### src/hw/rtl/plvc_pkg.sv
// Shared widths, codes, control structs and the CORDIC angle table of the path tracker.
package plvc_pkg;

	localparam int PATH_DEPTH   = 1024;
	localparam int CORDIC_STEPS = 16;

	localparam int IDX_W      = 10;
	localparam int POS_W      = 24;
	localparam int VEL_W      = 16;
	localparam int HDG_W      = 16;
	localparam int LD_W       = 23;
	localparam int GAIN_W     = 16;
	localparam int LIM_W      = 15;
	localparam int CFG_IDX_W  = 3;
	localparam int CFG_DATA_W = 23;

	localparam int ADDR_W    = (PATH_DEPTH > 1) ? $clog2(PATH_DEPTH) : 1;
	localparam int LEN_W     = $clog2(PATH_DEPTH + 1);
	localparam int DIF_W     = POS_W + 1;
	localparam int D_W       = 2 * DIF_W;
	localparam int L2_W      = 2 * LD_W;
	localparam int CR_W      = DIF_W + 11;
	localparam int ANG_W     = 18;
	localparam int STEP_W    = (CORDIC_STEPS > 1) ? $clog2(CORDIC_STEPS) : 1;
	localparam int CGAIN_W   = 17;
	localparam int GM_W      = CR_W + CGAIN_W;
	localparam int E_W       = CR_W - 1;
	localparam int KM_W      = E_W + GAIN_W + 1;
	localparam int ZM_W      = DIF_W + GAIN_W + 1;
	localparam int V_W       = 30;
	localparam int S_W       = 2 * V_W;
	localparam int SQ_STEPS  = S_W / 2;
	localparam int NRM_W     = V_W;
	localparam int NUM_W     = LIM_W + V_W;
	localparam int DIV_STEPS = NUM_W;
	localparam int Q_W       = LIM_W + 1;
	localparam int CNT_W     = $clog2(PATH_DEPTH + DIV_STEPS + SQ_STEPS + 4);
	localparam int DRAIN     = 3;

	localparam logic signed [CGAIN_W-1:0] CORDIC_GAIN = CGAIN_W'(39797);
	localparam logic signed [ANG_W-1:0]   QUARTER     = ANG_W'(16384);

	typedef enum logic [1:0] {
		OP_WRITE = 2'd0,
		OP_TICK  = 2'd1,
		OP_CLEAR = 2'd2,
		OP_NONE  = 2'd3
	} op_t;

	localparam logic [CFG_IDX_W-1:0] REG_ENABLE    = 3'd0;
	localparam logic [CFG_IDX_W-1:0] REG_LOOKAHEAD = 3'd1;
	localparam logic [CFG_IDX_W-1:0] REG_KP_XY     = 3'd2;
	localparam logic [CFG_IDX_W-1:0] REG_KP_Z      = 3'd3;
	localparam logic [CFG_IDX_W-1:0] REG_MAX_XY    = 3'd4;
	localparam logic [CFG_IDX_W-1:0] REG_MAX_Z     = 3'd5;
	localparam logic [CFG_IDX_W-1:0] REG_YAW_RATE  = 3'd6;

	typedef struct packed {
		logic              enable;
		logic [LD_W-1:0]   lookahead;
		logic [GAIN_W-1:0] kp_xy;
		logic [GAIN_W-1:0] kp_z;
		logic [LIM_W-1:0]  max_xy;
		logic [LIM_W-1:0]  max_z;
		logic [VEL_W-1:0]  yaw_rate;
	} cfg_t;

	typedef struct packed {
		logic              load;
		logic              rd_en;
		logic [ADDR_W-1:0] rd_addr;
		logic              scan;
		logic              walk;
		logic              rot_init;
		logic              rot_step;
		logic [STEP_W-1:0] rot_idx;
		logic              gain;
		logic              kmul;
		logic              square;
		logic              sum;
		logic              sqrt_step;
		logic              div_init;
		logic              div_step;
		logic              div_last;
		logic              div_y;
		logic              emit;
	} cmd_t;

	typedef struct packed {
		logic [LEN_W-1:0]  path_len;
		logic [ADDR_W-1:0] best;
		logic              exceed;
	} status_t;

	// atan(2^-i) in 1/65536 turn
	function automatic logic signed [ANG_W-1:0] atan_angle(input int i);
		logic signed [ANG_W-1:0] a;
		case (i)
			0:       a = ANG_W'(8192);
			1:       a = ANG_W'(4836);
			2:       a = ANG_W'(2555);
			3:       a = ANG_W'(1297);
			4:       a = ANG_W'(651);
			5:       a = ANG_W'(326);
			6:       a = ANG_W'(163);
			7:       a = ANG_W'(81);
			8:       a = ANG_W'(41);
			9:       a = ANG_W'(20);
			10:      a = ANG_W'(10);
			11:      a = ANG_W'(5);
			12:      a = ANG_W'(3);
			13:      a = ANG_W'(1);
			14:      a = ANG_W'(1);
			default: a = '0;
		endcase
		return a;
	endfunction

endpackage

### src/hw/rtl/plvc_ctrl.sv
// Sequencer of the path tracker: scan, walk, rotate, scale, cap and emit.
module plvc_ctrl
	import plvc_pkg::*;
(
	input  logic       clk,
	input  logic       arst_n,
	input  logic       start,
	input  logic [1:0] operation,
	input  logic       enable,
	input  status_t    status,
	output cmd_t       cmd,
	output logic       busy
);

	typedef enum logic [15:0] {
		S_IDLE  = 16'h0001,
		S_SCAN  = 16'h0002,
		S_WALK  = 16'h0004,
		S_FETCH = 16'h0008,
		S_ROTI  = 16'h0010,
		S_ROT   = 16'h0020,
		S_GAIN  = 16'h0040,
		S_KMUL  = 16'h0080,
		S_SQ    = 16'h0100,
		S_SUM   = 16'h0200,
		S_SQRT  = 16'h0400,
		S_DIVXI = 16'h0800,
		S_DIVX  = 16'h1000,
		S_DIVYI = 16'h2000,
		S_DIVY  = 16'h4000,
		S_DONE  = 16'h8000
	} state_t;

	state_t           state_q, state_d;
	logic [CNT_W-1:0] cnt_q, cnt_d;
	logic [CNT_W-1:0] len_c;
	logic             accept;

	assign len_c  = CNT_W'(status.path_len);
	assign accept = start && (state_q == S_IDLE);
	assign busy   = (state_q != S_IDLE);

	always_comb begin
		state_d     = state_q;
		cnt_d       = cnt_q + CNT_W'(1);
		cmd         = '0;
		cmd.rd_addr = ADDR_W'(cnt_q);
		cmd.rot_idx = cnt_q[STEP_W-1:0];
		case (state_q)
			S_IDLE: begin
				cnt_d    = '0;
				cmd.load = accept;
				if (accept && (operation == OP_TICK) && enable) begin
					state_d = (status.path_len == '0) ? S_DONE : S_SCAN;
				end
			end
			S_SCAN: begin
				cmd.scan  = 1'b1;
				cmd.rd_en = (cnt_q < len_c);
				// wait for the last compare before reading the winner
				if (cnt_q == len_c + CNT_W'(DRAIN)) begin
					state_d = S_WALK;
					cnt_d   = CNT_W'(status.best) + CNT_W'(1);
				end
			end
			S_WALK: begin
				cmd.walk  = 1'b1;
				cmd.rd_en = (cnt_q < len_c);
				if (cnt_q == len_c + CNT_W'(DRAIN)) begin
					state_d = S_FETCH;
				end
			end
			S_FETCH: begin
				cmd.rd_en   = 1'b1;
				cmd.rd_addr = status.best;
				state_d     = S_ROTI;
			end
			S_ROTI: begin
				cmd.rot_init = 1'b1;
				cnt_d        = '0;
				state_d      = S_ROT;
			end
			S_ROT: begin
				cmd.rot_step = 1'b1;
				if (cnt_q == CNT_W'(CORDIC_STEPS - 1)) begin
					state_d = S_GAIN;
				end
			end
			S_GAIN: begin
				cmd.gain = 1'b1;
				state_d  = S_KMUL;
			end
			S_KMUL: begin
				cmd.kmul = 1'b1;
				state_d  = S_SQ;
			end
			S_SQ: begin
				cmd.square = 1'b1;
				state_d    = S_SUM;
			end
			S_SUM: begin
				cmd.sum = 1'b1;
				cnt_d   = '0;
				state_d = S_SQRT;
			end
			S_SQRT: begin
				if (!status.exceed) begin
					state_d = S_DONE;
				end else begin
					cmd.sqrt_step = 1'b1;
					if (cnt_q == CNT_W'(SQ_STEPS - 1)) begin
						state_d = S_DIVXI;
					end
				end
			end
			S_DIVXI: begin
				cmd.div_init = 1'b1;
				cnt_d        = '0;
				state_d      = S_DIVX;
			end
			S_DIVX: begin
				cmd.div_step = 1'b1;
				cmd.div_last = (cnt_q == CNT_W'(DIV_STEPS - 1));
				if (cmd.div_last) begin
					state_d = S_DIVYI;
				end
			end
			S_DIVYI: begin
				cmd.div_init = 1'b1;
				cmd.div_y    = 1'b1;
				cnt_d        = '0;
				state_d      = S_DIVY;
			end
			S_DIVY: begin
				cmd.div_step = 1'b1;
				cmd.div_y    = 1'b1;
				cmd.div_last = (cnt_q == CNT_W'(DIV_STEPS - 1));
				if (cmd.div_last) begin
					state_d = S_DONE;
				end
			end
			S_DONE: begin
				cmd.emit = 1'b1;
				state_d  = S_IDLE;
			end
			default: begin
				state_d = S_IDLE;
			end
		endcase
	end

	always_ff @(posedge clk or negedge arst_n) begin
		if (!arst_n) begin
			state_q <= S_IDLE;
			cnt_q   <= '0;
		end else begin
			state_q <= state_d;
			cnt_q   <= cnt_d;
		end
	end

endmodule

### config.mk
export PLATFORM = sky130hd
export DESIGN_NAME = plvc_ctrl
export DESIGN_NICKNAME = d
export VERILOG_FILES = /design/src/hw/rtl/plvc_pkg.sv /design/src/hw/rtl/plvc_ctrl.sv
export SDC_FILE = /design/constraint.sdc
export NUM_CORES = 1
export LEC_CHECK = 0
export BUFFER_PORTS_ARGS = -buffer_cell sky130_fd_sc_hd__buf_2
export CAP_MARGIN = 10
export CORE_UTILIZATION = 60
export CTS_CLUSTER_SIZE = 12
export DETAILED_ROUTE_END_ITERATION = 12
export HOLD_SLACK_MARGIN = 0.15
export MAX_ROUTING_LAYER = met4
export PLACE_DENSITY = 0.84
export SETUP_SLACK_MARGIN = 0.15
export SKIP_LAST_GASP = 1
export SLEW_MARGIN = 20
export SYNTH_ARGS = -nofsm -noshare
export SYNTH_HDL_FRONTEND = slang
export SYNTH_SLANG_ARGS = --single-unit
### constraint.sdc
create_clock -name clk -period 3.8 [get_ports clk]
set_clock_uncertainty 0.1 [all_clocks]
set_input_delay 0.19 -clock clk [delete_from_list [all_inputs] [get_ports clk]]
set_output_delay 0.19 -clock clk [all_outputs]
set_load 0.1 [all_outputs]
==> results.md, run 1 <==
Status:
- The run finished with clean final reports.

Synth:
- The post-synthesis instance total is roughly 320.
- The net count of the mapped netlist is 362.
- By area, the combinational part of the netlist is dominated by simple AND/OR/NAND/NOR gates.
- The distinct cell type count of the synthesized netlist is 63.
- The xor/xnor share of the synthesized area is 9.51%.
- In this run, synthesis produced a sequential element count of 27.
- The count of flip-flops with a built-in enable after synthesis is 0.
- Summing the areas of all fa, ha and maj instances in the mapped netlist gives 7.97% of the synthesized area.
- Summing the areas of all compound-gate instances in the mapped netlist gives 16.3% of the synthesized area.
- The share of flip-flops with an asynchronous set or reset is 100%.
- The post-synthesis share of cell area spent on and, or, nand and nor gates is 29.5%.
- The portion of synthesized area spent on multiplexers is approximately 4.9%.
- The mean instance size in the synthesized netlist is 8.42 sq um.
- Of the synthesized area, sequential elements account for 25.4%.
- The count of synthesis-stage warnings from yosys is 0.
- Summing every instance area after synthesis gives 0.00267 sq mm.
- The predominant post-synthesis flop cell is dfrtp_1.

Clock tree:
- The clock tree root driver cell is clkbuf_8.
- The clock tree from TritonCTS is built.
- The post-CTS setup repair buffer count is 0.
- The number of buffers inserted during clock tree synthesis is 3.
- For the worst-skew pair, the clock arrives at the later sink with an insertion delay of ~0.28 ns.
- The post-cts gate resize count is 0.
- The largest buffer count on any clock path is 2.
- CTS built an H-tree with a depth of 1.
- After clock tree synthesis, the clock-pin slew on the worst setup and hold paths is 0.09 ns.
- The sink count of the clock tree is 27.
- The hold-fix buffer count after cts is 2.

Drt:
- The detailed router placed 2702 vias in this run.
- After detailed routing, the number of remaining DRC violations is 0.
- The via count normalized by instance count is around 6.5.
- The number of antenna-violating nets in the routed design is 0.
- For this block, the initial DRC count from the detailed router was 276.
- Before antenna repair, the detailed router went through 5 iterations.
- In the final routed layout, each cell accounts on average for 17.4 um.
- Wires add up to 7220 um.

Place:
- The count of buffers added on input and output ports is 58.
- The detailed-placement wirelength estimate is 5610 um.
- At the end of routability-driven placement, the weighted congestion stood at a little under 1.

Worst setup path:
- The origin of the critical flop-to-flop path is cnt_q[2].
- Of all nets on the critical path, the largest fanout is 15.
- The data required time at the worst endpoint is roughly 3.5 ns.
- The critical path endpoint category is a primary output.
- At the worst endpoint, the arrival time is 3.09 ns.
- The startpoint-to-endpoint class of the critical path is reg -> out.
- The worst setup path is launched from a flip-flop.
- The signal on the critical path passes through or4_4, or2_4, or3_4, or2_1, inv_1, buf_2.
- The slowest stage of the critical path belongs to the cell or4_4.
- The start point of the critical path is state_q[12].
- In this design, the stage delay of the slowest critical-path cell is 0.61 ns.

Die:
- 59 I/O pins were placed.
- The floorplan step defined a die boundary enclosing 0.00472 sq mm.
- The overall die width is 68.7 um.
- The floorplan step set the die height to 68.7 um.
- For this configuration, the core starts out at a cell density of 64.4%.
- The total core area is between 0.004 and 0.005 sq mm.
- The floorplan has 23 rows.

Global routing:
- The via count of the first global-routing pass is 2387.
- Global routing used 34.0% of the available tracks across all layers.
- The largest net degree at the start of global routing is 28.
- The first global-routing pass estimated 11600 um of wire.
- The initial antenna violation count was 0.
- After global routing the overflow that remains totals 0.

Timing:
- The post-route worst hold slack is 0.154 ns.
- Setup repair after global routing left no endpoint under its margin.
- Dividing the final minimum period by the clock period gives 89.0%.
- The hold violation total from the final report came to 0.
- The worst slew margin relative to its limit is 43.3%.
- Derived from the worst setup path, the maximum achievable clock frequency is 296 MHz.
- The shortest clock period the worst path allows after layout is ~3.4 ns.
- Setup violations remaining at the end of the flow were counted as 0.
- The final max-slew violation count came to 0.
- The aggregate negative setup slack is 0 ns.
- The slew at the pin closest to its max-slew limit is approximately 0.84 ns.

Power:
- For this design the static power due to leakage is 1.51 nW.
- After layout, the design draws a total of between 1 and 1.5 mW.
- VDD sags by at most between 0.5 and 0.6 mV.
- The areal power density over the cells is about 450 mW/mm^2.

Flow run:
- The tool flagged a number of max-cap violations equal to 0.

Final layout:
- The share of post-route cells with drive strength above 1 is 25.1%.
- The net count of the finished layout is between 400 and 500.
- The number of filler cells placed in the layout is 329.
- The number of antenna diodes in the final layout is 0.
- The area growth from synthesis to final layout is 12.6%.

Worst hold path:
- The worst hold path belongs to the class in -> reg.
- The launch point of the worst hold path is status[3].
-- through the flow --
step | instance area, sq um | util, % | worst slack (ns) | std cells
after global placement | 2940 | 70.9 | 0.813 | 410
final | 3010 | 72.5 | 0.417 | 416
after floorplan | 2680 | - | 0.156 | 317
after global routing | 3010 | 72.5 | 0.332 | 416
after CTS | 3010 | 72.5 | 0.428 | 416
after detailed placement | 2940 | 70.9 | 0.754 | 410
-- cell type report --
cell class	instances	area (sq um)	share of cell area, %
clock buffers	3	41.3	1.37
clock inverters	1	5.00	0.167
inverters	21	78.8	2.62
multi-input cells	253	1820	60.7
flip-flops and latches	27	677	22.5
well taps	50	62.6	2.08
repair buffers	61	318	10.6
-- kinds of logic (layout without fill, tap and decap cells) --
logic type,after synthesis,after routing
buffers and inverters,37,86
AO/OA/AOI/OAI,59,59
AND/OR/NAND/NOR,136,136
XOR/XNOR,29,29
flip-flops,27,27
multiplexers,12,12
adder cells (fa/ha/maj),17,17
-- cell usage after synthesis (all sizes together), types with 10 or more instances --
library cell / number / area share, %
dfrtp: 26 / 24
nand2: 26 / 3.7
xnor2: 22 / 7.2
inv: 21 / 3.0
nor2: 19 / 2.7
ha: 17 / 8.0
nand3: 14 / 2.6
o21ai: 13 / 2.4
nor4: 12 / 3.3
nor3: 11 / 2.4
and3: 10 / 2.3
buf: 10 / 2.7
-- layout by cell type (no fill, tap or decap), drive strengths merged, types with 4 or more instances in the layout --
cell type / instances
a21oi: 8
a31oi: 4
and3: 10
and4b: 4
buf: 59
dfrtp: 26
ha: 17
inv: 21
mux2: 8
mux2i: 4
nand2: 26
nand2b: 7
nand3: 14
nand4: 5
nor2: 19
nor3: 11
nor4: 12
o21ai: 13
o2bb2ai: 4
o31ai: 4
or2: 7
or4: 7
xnor2: 22
xor2: 7
-- report_power, final --
part | switching [mW] | leakage, nW | internal (mW) | total, mW
combinational | 0.618 | 1.12 | 0.206 | 0.824
clock | 0.0916 | 0.0255 | 0.0736 | 0.165
sequential | 0.0545 | 0.370 | 0.316 | 0.370
total | 0.764 | 1.51 | 0.595 | 1.36
-- worst max-delay path, delay by kind of cell (launching register included) --
family	cells	cell delay, ns
simple gates	4	1.66
buf+inv	2	0.69
flops	1	0.46
-- path summary, 6_finish.rpt --
check / slack, ns / depth (start not counted) / to
setup / recovery: 0.42 / 6 / cmd[17]
hold / removal: 0.15 / 3 / cnt_q[2]
setup reg to reg: 0.89 / 7 / state_q[12]
hold reg to reg: 0.52 / 1 / state_q[2]
max in group asynchronous: 2.84 / 2 / cnt_q[5]
min in group asynchronous: 0.35 / 2 / cnt_q[9]
-- flip-flops by register name (all words and copies together), names as in the netlist --
name     cells
state_q     16
cnt_q       11
-- metal layers --
layer	vias up	part of all wire (%)	track usage, %
met2	155	46	51.7
met4	0	0.64	4.85
li1	1261	-	-
met1	1280	43	48.3
met5	-	0	-
met3	6	9.8	5.76
Power figures use the tool's default switching activity.
==> inputs of run 2 (changes only) <==
==> constraint.sdc (replaced) <==
create_clock -name clk -period 4.2 [get_ports clk]
set_clock_uncertainty 0.1 [all_clocks]
set_input_delay 0.21 -clock clk [delete_from_list [all_inputs] [get_ports clk]]
set_output_delay 0.21 -clock clk [all_outputs]
set_load 0.1 [all_outputs]
==> run 2 against run 1 <==
Core utilization stayed put; worst hold slack gained 0.023 ns; sequential share of layout area unchanged; design area unchanged; flip-flop and latch count unchanged; non-clock buffer count unchanged; register-to-register slack better by 0.38 ns; critical endpoint unchanged; first-iteration DRC count is 12% higher; die area unchanged; clock-buffer cell count unchanged; clock power decreased by 8%.
==> results.md, run 2 (synthesized netlist as in run 1, its figures left out) <==
Status:
- The run finished with clean final reports.

Power:
- Summed over all nets, the switching power comes to just under 0.7 mW.
- The areal power density over the cells is 408 mW/mm^2.
- The power share of the clock group is about an eighth.
- Sequential cells burn around 27% of the power.
- The maximum VDD drop is 0.483 mV.
- Of the total power, the share spent switching nets is 56.2%.
- The internal portion of the total power is around 0.54 mW.
- Combinational cells account for 60.3% of the total power.
- For this design the static power due to leakage is 1.51 nW.

Worst setup path:
- The cell class contributing the biggest share of worst-path delay is simple AND/OR/NAND/NOR gates.
- The worst path arrival time is a little over 3 ns.
- The data required time at the worst endpoint is between 3 and 4 ns.
- The origin of the critical flop-to-flop path is cnt_q[9].
- The highest-delay cell along the critical path is or4_4.
- The kind of launch point of the worst setup path is a flip-flop.
- STA classifies the critical path endpoint as a primary output.
- The most critical setup path has its endpoint at cmd[17].
- The number of buffer and inverter stages on the critical path is 2.
- The signal on the critical path passes through or4_4, or2_4, or3_4, or2_1, inv_1, buf_2.
- In this run the register-to-register setup slack is 1.27 ns.
- The worst setup path is of the reg -> out kind.
- In this design, the stage delay of the slowest critical-path cell is 0.61 ns.
- The critical register-to-register path endpoint is state_q[14].
- The depth of the critical timing path with buffers and inverters included is 6.
- The most critical setup path has its startpoint at state_q[12].
- The maximum fanout count along the critical path is 15.
- Counting cells, the worst reg-to-reg path comes to 7.

Clock tree:
- Clock tree synthesis selected as its root buffer the cell clkbuf_8.
- CTS built an H-tree with a depth of 1.
- After clock tree synthesis, the clock-pin slew on the worst setup and hold paths is ~0.09 ns.
- Counting the buffers created by CTS gives 3.
- The sink count of the clock tree is 27.
- The hold-fix buffer count after cts is 2.
- After clock tree synthesis, the repair step resized 0 gates.
- The largest buffer count on any clock path is 2.
- TritonCTS built the clock tree.
- At the later pin of the worst-skew pair, clock insertion delay measures 0.28 ns.
- After clock tree synthesis, the setup repair step added 0 buffers.

Final layout:
- The number of standard cells in the layout, taps in and fillers out is 416.
- The largest registers in the layout are state_q x16, cnt_q x11.
- The most frequent standard cell in the layout excluding fill and tap cells is buf_2.
- Ranked by flip-flop count, first place goes to state_q.
- The net count of the finished layout is just over 400.
- The final antenna diode count is 0.
- The share of post-route cells with drive strength above 1 is 25.1%.
- The finished layout cell area is 0.00301 sq mm.
- Compared with the post-synthesis result, the final layout area differs by 12.6%.
- In the layout the commonest cells are buf_2, nand2_1, dfrtp_1.
- The flip-flop count of the largest register, all copies and words added is 16.

Timing:
- The final clock period utilization by the worst path is approximately 80%.
- The worst path meets setup with slightly above 0.8 ns of slack.
- Setup repair after global routing left no endpoint under its margin.
- Setup violations remaining at the end of the flow were counted as 0.
- The hold violation total from the final report was 0.
- After routing, the total negative slack on setup checks comes to 0 ns.
- The final max-slew violation count came to 0.
- The worst pin sits at a relative slew slack of 36.5%.
- For the pin with the worst max-slew slack, the measured transition is 0.943 ns.
- The smallest clock period supported by the final layout is computed as 3.38 ns.
- The fmax is between 200 and 300 MHz.

Global routing:
- The via count of the first global-routing pass is 2283.
- The largest net degree at the start of global routing is 28.
- The initial antenna violation count was 0.
- The final global-route overflow total is 0.
- The first global-routing pass estimated about 11000 um of wire.
- The global-route usage over all layers is 32.5%.

Drt:
- The via count normalized by instance count is 6.43.
- In the final routed layout, each cell accounts on average for 17.0 um.
- The number of antenna-violating nets in the routed design is 0.
- The number of optimization iterations in the first detailed-route pass is 5.
- Wires add up to 7080 um.
- For this block, the initial DRC count from the detailed router was 309.
- The number of design rule violations left after detail routing is 0.
- The routed layout has 2676 vias.

Die:
- For this design the top-level I/O count stands at 59.
- The floorplan die height is about 69 um.
- The overall die width is between 60 and 70 um.
- The area of the die is 0.00472 sq mm.
- The total core area is 0.00414 sq mm.
- The initialized floorplan defines 23 standard-cell rows.
- For this configuration, the core starts out at a cell density of 64.4%.

Place:
- The detailed-placement wirelength estimate is 5400 um.
- The weighted congestion reported at the end of routability-driven placement is roughly 0.9.
- Timing analysis after detailed placement gives a worst setup slack of 1.15 ns.
- Port buffering added 58 buffers.
- Including well taps, the total number of placed cells is 410.
- Summing all placed instances gives a cell area of 0.00294 sq mm.

Worst hold path:
- The path class of the tightest hold or removal check is in -> reg.

Flow run:
- The count of max-cap constraint violations is 0.
run 2: cell counts in the layout (fill, tap and decap cells not counted):
No cell type changed its count.
run 2: power by group through the flow:
stage          clock (mW)  combinational [mW]  sequential, mW
3_5_place_dp            0               0.725           0.338
5_1_grt             0.162               0.784           0.339
4_1_cts             0.154               0.730           0.334
6_report            0.151               0.739           0.335
3_3_place_gp            0               0.724           0.336
2_1_floorplan           0               0.632           0.317
run 2: metrics by stage:
stage	power, mW	hold slack [ns]	util (%)
2_1_floorplan	0.949	-0.186	-
3_3_place_gp	1.06	0.158	70.9
3_5_place_dp	1.06	0.166	70.9
4_1_cts	1.22	0.167	72.5
5_1_grt	1.28	0.195	72.5
6_report	1.23	0.177	72.5
run 2: metal layers:
metal,vias to the layer above,wire length [um],global-route usage (%)
li1,1269,-,-
met1,1261,3140,46.1
met2,136,3230,48.9
met3,10,621,4.11
met4,0,93,7.91
met5,-,0,-
run 2: worst reg2reg max path, delay by kind of cell (launching register included):
kind	cells	cell delay [ns]
AOI/OAI and AO/OA	4	1.17
xor gates and xnor gates	1	0.21
DFF	1	0.51
and+or+nand+nor	2	0.85
run 2: final cells by class:
class / instances / area (sq um)
Multi-Input combinational cell: 253 / 1820
Fill cell: 357 / 1140
Sequential cell: 27 / 677
Timing Repair Buffer: 61 / 318
Inverter: 21 / 78.8
Tap cell: 50 / 62.6
Clock buffer: 3 / 41.3
Clock inverter: 1 / 5.00
run 2: how the worst min path moves through the flow:
stage	start	endpoint	slack, ns	cells after the start
final	status[3]	cnt_q[2]	0.18	3
after detailed placement	arst_n	cnt_q[7]	0.17	1
after global placement	arst_n	cnt_q[8]	0.16	1
after CTS	status[3]	cnt_q[2]	0.17	3
after floorplan	arst_n	cnt_q[0]	-0.19	0
after global routing	status[3]	cnt_q[2]	0.20	3
==> inputs of run 3 (changes only) <==
--- a/config.mk
+++ b/config.mk
@@ -7,12 +7,12 @@
 export LEC_CHECK = 0
 export BUFFER_PORTS_ARGS = -buffer_cell sky130_fd_sc_hd__buf_2
 export CAP_MARGIN = 10
-export CORE_UTILIZATION = 60
+export CORE_UTILIZATION = 50
 export CTS_CLUSTER_SIZE = 12
 export DETAILED_ROUTE_END_ITERATION = 12
 export HOLD_SLACK_MARGIN = 0.15
 export MAX_ROUTING_LAYER = met4
-export PLACE_DENSITY = 0.84
+export PLACE_DENSITY = 0.74
 export SETUP_SLACK_MARGIN = 0.15
 export SKIP_LAST_GASP = 1
 export SLEW_MARGIN = 20
==> constraint.sdc (replaced) <==
create_clock -name clk -period 2.8 [get_ports clk]
set_clock_uncertainty 0.1 [all_clocks]
set_input_delay 0.14 -clock clk [delete_from_list [all_inputs] [get_ports clk]]
set_output_delay 0.14 -clock clk [all_outputs]
set_load 0.1 [all_outputs]
==> run 3 against run 2 <==
Total power increased by 98%; clock-buffer cell count stayed put; global-route usage decreased by 0.22 points; sequential power up 40%; via count is 18% higher; register-to-register slack got worse by 1.3 ns; sequential share of layout area down 5.6 points; critical path depth unchanged; largest power group unchanged.
==> results.md, run 3 (synthesized netlist as in run 1, its figures left out) <==
Status:
- The run finished with clean final reports.

Clock tree:
- After clock tree synthesis, the clock-pin slew on the worst setup and hold paths is 0.11 ns.
- Counting along the longest clock path gives a buffer depth of 2.
- CTS built an H-tree with a depth of 1.
- TritonCTS built the clock tree.
- The number of buffers inserted during clock tree synthesis is 3.
- The clock reaches the later pin of the worst-skew pair after 0.29 ns.
- The clock drives 27 sinks.
- CTS placed an instance of clkbuf_8 at the clock tree root.

Global routing:
- The wire length of the first global-routing pass is around 13000 um.
- The via count of the first global-routing pass is 2674.
- Entering global routing, the biggest net connects 28 pins.
- The final global-route overflow total is 0.
- The global-route usage over all layers is 32.3%.
- The initial antenna violation count is 0.

Worst setup path:
- The worst setup path is launched from a flip-flop.
- The slack of the worst reg-to-reg path is 0.02 ns.
- Along the worst path, the maximum fanout reaches 8.
- The highest-delay cell along the critical path is or4_4.
- The worst setup path is of the reg -> out kind.
- At the worst endpoint, the arrival time is 2.55 ns.
- The number of cells on the worst reg-to-reg path is 10.
- The critical path goes through or4_4, or2_4, nor4_4, buf_6, mux2_2, buf_12.
- In this run the worst setup path begins at state_q[12].
- Following the worst setup path forward leads to its endpoint at cmd[26].
- The worst register-to-register path begins at state_q[12].
- The critical path endpoint category is a primary output.
- The number of buffer and inverter stages on the critical path is 2.
- In this run the critical register-to-register path is captured at cnt_q[0].
- On the worst path, the slowest cell contributes a delay of 0.56 ns.
- The depth of the critical timing path with buffers and inverters included is 6.
- The data required time at the worst endpoint is 2.56 ns.
- Broken down by cell family, the worst path's largest delay share belongs to simple AND/OR/NAND/NOR gates.

Drt:
- The via count normalized by instance count is roughly 6.5.
- The via count of the routed design is roughly 3200.
- The total detailed-routing wirelength is 10400 um.
- The detail route stage leaves a number of antenna-violating nets equal to 0.
- The violation count after the first detailed-route iteration is about 470.
- After detailed routing, the average wire length per cell comes to 21.3 um.
- The number of design rule violations left after detail routing is 0.
- Before antenna repair, the detailed router went through 6 iterations.

Timing:
- The final clock period utilization by the worst path is 99.7%.
- The final max-slew violation count came to 0.
- Setup violations remaining at the end of the flow were counted as 0.
- The hold violation total from the final report is 0.
- The shortest clock period the worst path allows after layout is 2.79 ns.
- The worst slew margin relative to its limit is 50.6%.
- After layout, the worst setup slack is about 0.0093 ns.
- Setup repair after global routing could not meet its margin everywhere.
- The slew at the pin closest to its max-slew limit is approximately 0.73 ns.
- The fmax is ~360 MHz.

Worst hold path:
- In this run the most critical hold path is launched from operation[1].
- The worst hold-check path type is in -> reg.
- Along the worst hold path, the cell count comes to 3.

Final layout:
- The net count of the finished layout is between 400 and 500.
- The library cell used most frequently in the layout, excluding fill and tap cells, is buf_4.
- The register with the most flip-flops in the layout has 16 of them.
- In the final layout, the registers with the most flip-flops are state_q x16, cnt_q x11.
- The register ranked first by flip-flop count is state_q.
- The final antenna diode count is 0.
- Leaving out fill and tap cells, the most frequent cells in the layout are buf_4, buf_2, nand2_1.
- The area growth from synthesis to final layout is 50.8%.
- The share of post-route cells with drive strength above 1 is between 40% and 50%.
- The final core utilization is 78.3%.

Power:
- Across the VDD grid, the largest voltage drop is 0.608 mV.
- The leakage component of the power is 1.85 nW.
- Dividing total power by cell area gives a power density of roughly 600 mW/mm^2.
- The overall power after layout is 2.43 mW.

Die:
- The total core area is 0.00514 sq mm.
- 59 I/O pins were placed.
- The initial utilization of the core area, before any placement, comes to 51.9%.
- The overall die width is approximately 75 um.
- The die covers 0.00564 sq mm.
- The site row count is 26.
- The floorplan step set the die height to 75.1 um.

Flow run:
- Max-cap violations in this run came to 0.

Place:
- The count of buffers added on input and output ports is a little under 60.
- Detailed placement finished with a half-perimeter wire length of 6230 um.
- The weighted congestion reported at the end of routability-driven placement is 0.981.
- The pre-CTS worst setup slack is 0.113 ns.
-- run 3: cell count changes in the layout (fill, tap and decap cells not counted), sizes merged --
cell	change
clkinvlp	+4
clkbuf	+3
dlygate4sd3	+4
inv	-3
clkinv	-1
buf	+46
-- run 3: worst min path at each step --
stage            endpoint  slack, ns
3_5_place_dp   state_q[4]        0.1
4_1_cts        state_q[0]       0.16
2_1_floorplan    cnt_q[0]      -0.26
3_3_place_gp   state_q[3]       0.09
6_report       state_q[0]       0.14
5_1_grt        state_q[0]       0.17
-- run 3: area by class of cell --
cell class / instances / area, sq um
clock inverters: 1 / 7.51
flip-flops and latches: 27 / 681
well taps: 70 / 87.6
clock buffers: 3 / 41.3
repair buffers: 114 / 1020
multi-input cells: 253 / 2090
inverters: 21 / 90.1
fillers: 338 / 1110
-- run 3: report_power, final --
group / switching [mW] / internal [mW] / total (mW)
clock: 0.143 / 0.102 / 0.244
sequential: 0.0396 / 0.430 / 0.470
combinational: 1.08 / 0.629 / 1.71
total: 1.27 / 1.16 / 2.43
-- run 3: routing by layer --
| metal | up-vias | global-route usage (%) | part of all wire (%) |
|---|---|---|---|
| li1 | 1369 | - | - |
| met1 | 1520 | 42.7 | 37 |
| met2 | 235 | 52.6 | 49 |
| met3 | 42 | 3.75 | 8.7 |
| met4 | 0 | 8.18 | 4.5 |
| met5 | - | - | 0 |
-- run 3: tightest hold or removal path: stages --
cell and delay [ns]:
buf_2 0.08, o31a_1 0.16, or2_1 0.13
-- run 3: per-stage QoR --
step,std cells,TNS (ns),hold WS (ns),area (sq um)
floorplan,317,-0.847,-0.256,2740
detailed placement,454,0,0.0982,3420
global placement,454,0,0.0891,3420
finish,489,0,0.143,4030
global route,489,-0.442,0.166,4030
CTS,473,0,0.160,3680
-- run 3: repair_timing --
action,in CTS,in global routing
hold endpoints to repair,32,0
resized for setup,23,54
buffers inserted,9,16
endpoints found under the setup margin,23,41
hold buffers,6,0
pin swaps,1,7
